==> config.mk <==
export PLATFORM = sky130hd
export DESIGN_NAME = bpa_ffs
export DESIGN_NICKNAME = d
export VERILOG_FILES = /design/src/hw/rtl/bpa_pkg.sv /design/src/hw/rtl/bpa_ffs.sv
export SDC_FILE = /design/constraint.sdc
export NUM_CORES = 1
export LEC_CHECK = 0
export BUFFER_PORTS_ARGS = -buffer_cell sky130_fd_sc_hd__buf_2
export CORE_ASPECT_RATIO = 0.7
export CORE_MARGIN = 2
export CORE_UTILIZATION = 39
export DETAILED_ROUTE_END_ITERATION = 12
export PLACE_DENSITY = 0.69
export SYNTH_ARGS = -nofsm -noshare
export SYNTH_HDL_FRONTEND = slang
export SYNTH_SLANG_ARGS = --single-unit
==> constraint.sdc <==
create_clock -name vclk -period 5.75
set_input_delay 0.575 -clock vclk [all_inputs]
set_output_delay 0.575 -clock vclk [all_outputs]
set_load 0.005 [all_outputs]
==> src/hw/rtl/bpa_pkg.sv <==
`timescale 1ns / 1ps
package bpa_pkg;

	localparam int RANK_CAP  = 16;
	localparam int PAGE_W    = 15;
	localparam int RANK_W    = 5;
	localparam int POS_W     = 16;
	localparam int WORD_AW   = 11;
	localparam int FM_WORDS  = 2048;
	localparam int AM_DEPTH  = 32768;
	localparam int TALLY_W   = 16;

	typedef enum logic [2:0] {
		ACT_ALLOC   = 3'd0,
		ACT_RETURN  = 3'd1,
		ACT_QRANK   = 3'd2,
		ACT_QCOUNT  = 3'd3,
		ACT_RESTART = 3'd4
	} action_t;

	typedef enum logic [1:0] {
		STS_OK      = 2'd0,
		STS_INVAL   = 2'd1,
		STS_NOSPACE = 2'd2
	} status_t;

	typedef enum logic [4:0] {
		ST_CLEAR, ST_SEED, ST_IDLE,
		ST_A_FIND, ST_A_RD, ST_A_CHK, ST_A_TAKE, ST_A_SPLIT,
		ST_R_RD, ST_R_CHK, ST_R_MRD, ST_R_MCHK, ST_R_SET,
		ST_Q_RD, ST_Q_CHK, ST_Q_FRD, ST_Q_FCHK
	} state_t;

	// Command bundle from the sequencer to the storage.
	typedef struct packed {
		logic [WORD_AW-1:0] fm_raddr;
		logic               fm_we;
		logic               fm_all;
		logic [WORD_AW-1:0] fm_waddr;
		logic [4:0]         fm_wbit;
		logic               fm_wval;
		logic [PAGE_W-1:0]  am_addr;
		logic               am_we;
		logic [RANK_W-1:0]  am_wdata;
	} store_cmd_t;

	// Flat bit position of rank r's first block in the free map.
	function automatic logic [POS_W-1:0] rank_base(input logic [RANK_W-1:0] r);
		logic [16:0] t;
		t = 17'd1 << 5'(5'd17 - r);
		return POS_W'(17'h10000 - t);
	endfunction

endpackage

==> src/hw/rtl/bpa_ffs.sv <==
`timescale 1ns / 1ps
module bpa_ffs (
	input  logic [31:0]                 word,
	input  logic [bpa_pkg::WORD_AW-1:0] waddr,
	input  logic [bpa_pkg::POS_W-1:0]   lo,
	input  logic [bpa_pkg::POS_W:0]     hi,
	output logic                        found,
	output logic [4:0]                  bit_sel
);
	import bpa_pkg::*;

	logic [POS_W-1:0] p;

	// Lowest set bit whose flat position lies inside [lo, hi).
	always_comb begin
		found   = 1'b0;
		bit_sel = '0;
		p       = '0;
		for (int b = 31; b >= 0; b--) begin
			p = {waddr, 5'(b)};
			if (word[b] && p >= lo && {1'b0, p} < hi) begin
				found   = 1'b1;
				bit_sel = 5'(b);
			end
		end
	end

endmodule
==> impl_metrics.csv, run 1 <==
group,metric,value,unit
sta,fin_crit_sh,0.752,
min_path,hold_class,"in2out",
cells_and_area,drive_gt1_frac,0.239,
routing,ant_nets,0,
sta,setup_viol,0,
power,p_total,0.255,mW
synthesis,ys_types,65,
sta,max_slew_margin,0.593,
worst_setup_path,worstSetupStartpointType,"primary input",
grt,met1_usage,0.404,
die,io_pins,82,
worst_setup_path,cp_max_fo,22,
power,power_frac_comb,1.000,
synthesis,netlist_top_cells_area,"ha_1 13%, nand2_1 7.1%, a21oi_1 6.0%",
grt,grt_util_met3,0.0290,
cts,post_cts_buffers,0,
routing,drc_errors,0,
cells_and_area,final_net_count,512,
synthesis,seq_area_frac_synth,0,
die,core_area,0.00567,mm^2
synthesis,synth_top_cells_by_count,"43 x nand2_1, 29 x inv_1, 27 x a21oi_1, 24 x ha_1, 24 x nor2_1",
synthesis,post_synth.cell_area_avg,6.53,um^2
worst_setup_path,cp_num_buf_inv,2,
sta,rsz0062_at_grt,"false",
grt,grt.busiest_layer,"met1",
worst_setup_path,critPathRequiredTime,5.18,ns
worst_setup_path,path_cells,"buf_2 -> ha_1 -> and4b_1 -> nand2_1 -> o211a_1 -> o21ai_0 -> or3_1 -> o21ai_0 -> o211a_1 -> o31ai_1 -> a41o_1 -> buf_2",
cts,postCtsHoldBufs,0,
sta,fmax,231,MHz
die,dieArea,0.00645,mm^2
grt,grt_usage,0.261,
power,p_int,0.106,mW
cells_and_area,area_growth,17.7,%
cells_and_area,seq_cell_count,0,
routing,viasPerCell,6.04,
synthesis,synth_fp_nets,447,
grt,grt_max_degree,23,
power,p_sw,0.149,mW
routing,drt-total-wl,8400,um
worst_setup_path,crit_slowest_cell,"o211a_1",
power,power_density,95.7,mW/mm^2
min_path,worst_hold_path.num_cells,5,
grt,antenna_found_initial,0,
routing,vias,2928,
sta,maxSlewViolCount,0,
worst_setup_path,crit_cells,12,
cts,postCtsResizedCells,0,
cells_and_area,ff_latch_area,0,um^2
cells_and_area,postLayoutCellArea,0.00267,mm^2
routing,drtIter0Drc,292,
die,start_util,0.400,
placement,place_area,0.00267,mm^2
worst_setup_path,cpPeakStageDelay,0.62,ns
grt,overflow,0,
synthesis,synth_area,0.00227,mm^2
power,pwr-share-clk,0,
worst_setup_path,worst_ep_arrival_time,3.75,ns
job,maxCapViolations,0,
sta,fin_crit,4.32,ns
cells_and_area,clkbuf_count,0,
worst_setup_path,cpLargestDelayFamily,"compound AO/OA/AOI/OAI gates",
die,fp.dieW,95.1,um
synthesis,yosys.area.top_type_share,0.132,
power,switching_share,0.584,
cells_and_area,antenna_cells,0,
synthesis,synth_cells,347,
synthesis,yosysMostFrequentCell,"nand2_1",
sta,hold_violations,0,
routing,wl_per_cell,17.3,um
power,leakagePower,1.24,nW
placement,globalplace.congestion,1.05,
die,die_h,67.8,um
placement,hpwl,7130,um
synthesis,yosysTopAreaCell,"ha_1",
worst_setup_path,critical_path_class,"in2out",
power,seqPwrFrac,0,
grt,grt_use_met2,0.400,
sta,tns,0,ns
min_path,holdPathEnd,"bit_sel[0]",
min_path,worstHoldStart,"word[5]",
grt,grt_pass1_wl,13100,um
power,irDropWorstVdd,0.0353,mV
grt,grt_pass1_vias,2628,
routing,dr.pass1.iters,5,
sta,tightest_slew,0.603,ns
worst_setup_path,endpoint_kind,"primary output",
synthesis,yosysWarningCount,0,
die,row_count,23,
outcome,status,"complete, no violations",
placement,port_buffers,82,
[logic make-up (layout without fill, tap and decap cells)]
kind of cell | after synthesis | in the layout | synth area share
simple gates | 148 | 148 | 0.363
compound gates | 127 | 127 | 0.411
buf+inv | 48 | 111 | 0.0933
fa+ha+maj | 24 | 24 | 0.132
[through the flow]
step	hold slack [ns]	utilization	worst slack (ns)	cells
6_report	1.71	0.471	1.43	485
5_1_grt	1.79	0.471	1.17	485
4_1_cts	1.70	0.471	1.51	485
3_5_place_dp	1.70	0.471	1.52	485
3_3_place_gp	1.70	0.471	1.51	485
2_1_floorplan	1.46	-	2.32	347
[layer usage]
layer,routed length (um),up-vias
met2,3450,158
met5,0,-
met1,4100,1320
met4,31,0
met3,819,4
li1,-,1446
[how the worst max path moves through the flow]
stage / start / endpoint / slack [ns]
after global placement: waddr[7] / bit_sel[0] / 1.51
after CTS: waddr[9] / bit_sel[0] / 1.51
after floorplan: lo[7] / bit_sel[0] / 2.32
after global routing: waddr[8] / bit_sel[0] / 1.17
after detailed placement: waddr[9] / bit_sel[0] / 1.52
final: waddr[8] / bit_sel[0] / 1.43
[layout make-up]
class,instances,area (um^2)
fillers,605,3000
well taps,75,93.8
repair buffers,82,410
multi-input cells,299,2060
inverters,29,109
[layout by cell type, fill, tap and decap left out, types with 4 or more instances in the layout]
master / count
nand2_1: 43
nand2b_1: 10
o31ai_1: 5
or3_1: 5
o21ai_0: 23
nor2_1: 24
and4_1: 9
a21oi_1: 27
a31oi_1: 5
nand4_1: 5
ha_1: 24
a211oi_1: 7
inv_1: 29
o211a_1: 4
o2111ai_1: 11
nand3_1: 7
o211ai_1: 4
a21o_1: 8
nor3_1: 8
and2_1: 6
nor2b_1: 7
buf_2: 82
[power by group through the flow]
stage / clock (mW) / sequential [mW] / combinational, mW
2_1_floorplan: 0 / 0 / 0.175
3_3_place_gp: 0 / 0 / 0.247
3_5_place_dp: 0 / 0 / 0.248
4_1_cts: 0 / 0 / 0.250
5_1_grt: 0 / 0 / 0.285
6_report: 0 / 0 / 0.255
Power figures use the tool's default switching activity.
==> run 2, diff against run 1 <==
Clock period 5.75 ns to 4.3 ns, I/O delays scaled along.
==> impl_metrics.csv, run 2 (synthesized netlist as in run 1, its figures left out) <==
group,metric,value,unit
sta,fmax,251,MHz
routing,drtIter0Drc,287,
sta,max_slew_margin,0.509,
worst_setup_path,critical_path_class,"in2out",
worst_setup_path,path_cells,"buf_2 -> ha_1 -> a21o_1 -> a221oi_2 -> o211a_1 -> o21ai_0 -> or3_1 -> and2_1 -> o211ai_1 -> o21ai_1 -> a31oi_1 -> buf_2",
job,maxCapViolations,0,
worst_setup_path,worstSetupStartpointType,"primary input",
cells_and_area,antenna_cells,0,
grt,grt_pass1_wl,13600,um
die,fp.dieW,95.1,um
routing,viasPerCell,6.14,
worst_setup_path,cp_max_fo,22,
sta,fin_crit_sh,0.928,
cts,postCtsHoldBufs,0,
cells_and_area,fillCellCount,620,
min_path,hold_class,"in2out",
sta,tightest_slew,0.727,ns
cells_and_area,final_cell_mix,"82 x buf_2, 43 x nand2_1, 29 x inv_1",
routing,wl_per_cell,17.8,um
cells_and_area,ff_latch_area,0,um^2
sta,setup_viol,0,
grt,grt_max_degree,23,
routing,dr.pass1.iters,5,
cells_and_area,clkbuf_count,0,
cts,postCtsResizedCells,0,
sta,maxSlewViolCount,0,
outcome,status,"complete, no violations",
sta,tns,0,ns
power,switching_share,0.588,
power,leakagePower,1.25,nW
worst_setup_path,endpoint_kind,"primary output",
sta,rsz0062_at_grt,"false",
worst_setup_path,cpPeakStageDelay,0.60,ns
power,p_sw,0.203,mW
placement,hpwl,7250,um
worst_setup_path,worst_ep_arrival_time,3.56,ns
die,dieArea,0.00645,mm^2
placement,dp_cells,486,
sta,fin_crit,3.99,ns
worst_setup_path,crit_top_cell,"buf_2",
grt,antenna_found_initial,0,
cells_and_area,final_net_count,513,
die,core_area,0.00567,mm^2
placement,globalplace.congestion,1.04,
grt,grt_pass1_vias,2729,
cells_and_area,area_growth,18.0,%
routing,drt-total-wl,8650,um
power,p_int,0.142,mW
worst_setup_path,crit_slowest_cell,"o211a_1",
die,row_count,23,
cells_and_area,postLayoutCellArea,0.00268,mm^2
worst_setup_path,critPathRequiredTime,3.87,ns
power,power_density,129,mW/mm^2
placement,port_buffers,82,
routing,ant_nets,0,
power,power_frac_comb,1.000,
cells_and_area,drive_gt1_frac,0.241,
power,irDropWorstVdd,0.0509,mV
die,io_pins,82,
cells_and_area,layout_commonest_cell,"buf_2",
cts,post_cts_buffers,0,
grt,grt_usage,0.268,
routing,vias,2982,
cells_and_area,stdcell_count,486,
sta,hold_violations,0,
placement,place_area,0.00268,mm^2
cells_and_area,seq_cell_count,0,
grt,overflow,0,
routing,drc_errors,0,
die,start_util,0.400,
die,die_h,67.8,um
power,pwr-share-clk,0,
power,seqPwrFrac,0,
## run 2: power groups by stage
stage	clock [mW]	combinational, mW	sequential (mW)
2_1_floorplan	0	0.234	0
3_3_place_gp	0	0.330	0
3_5_place_dp	0	0.334	0
4_1_cts	0	0.337	0
5_1_grt	0	0.383	0
6_report	0	0.345	0
## run 2: per-layer routing
layer  share of wire  vias up  GRT usage
met4          0.0040        0     0.0109
met2            0.41      193      0.407
li1                -     1451          -
met5               0        -          0
met1            0.46     1332      0.414
met3            0.12        6     0.0402
## run 2: layout make-up
type                       count  area, um^2  share of cell area
multi-input combinational    299        2060               0.768
inverter                      29         109              0.0407
tap                           75        93.8              0.0351
timing repair buffer          83         418               0.156
## run 2: metrics by stage
stage	setup slack (ns)	total power [mW]	utilization	hold WS, ns
3_5_place_dp	0.376	0.334	0.472	1.42
2_1_floorplan	1.16	0.234	-	1.17
4_1_cts	0.373	0.337	0.472	1.42
3_3_place_gp	0.478	0.330	0.472	1.41
6_report	0.309	0.345	0.472	1.43
5_1_grt	0.0623	0.383	0.472	1.47
## run 2: path summary, 6_finish.rpt
path / from / endpoint / slack [ns] / cells past startpoint
worst max-delay path: waddr[2] / bit_sel[1] / 0.31 / 12
worst min-delay path: word[4] / bit_sel[2] / 1.43 / 5
## run 2: worst max-delay path: cells and delay by family
kind            cells  cell delay, ns
fa+ha+maj           1            0.33
simple gates        2            0.64
compound gates      7            1.90
buf+inv             2            0.25
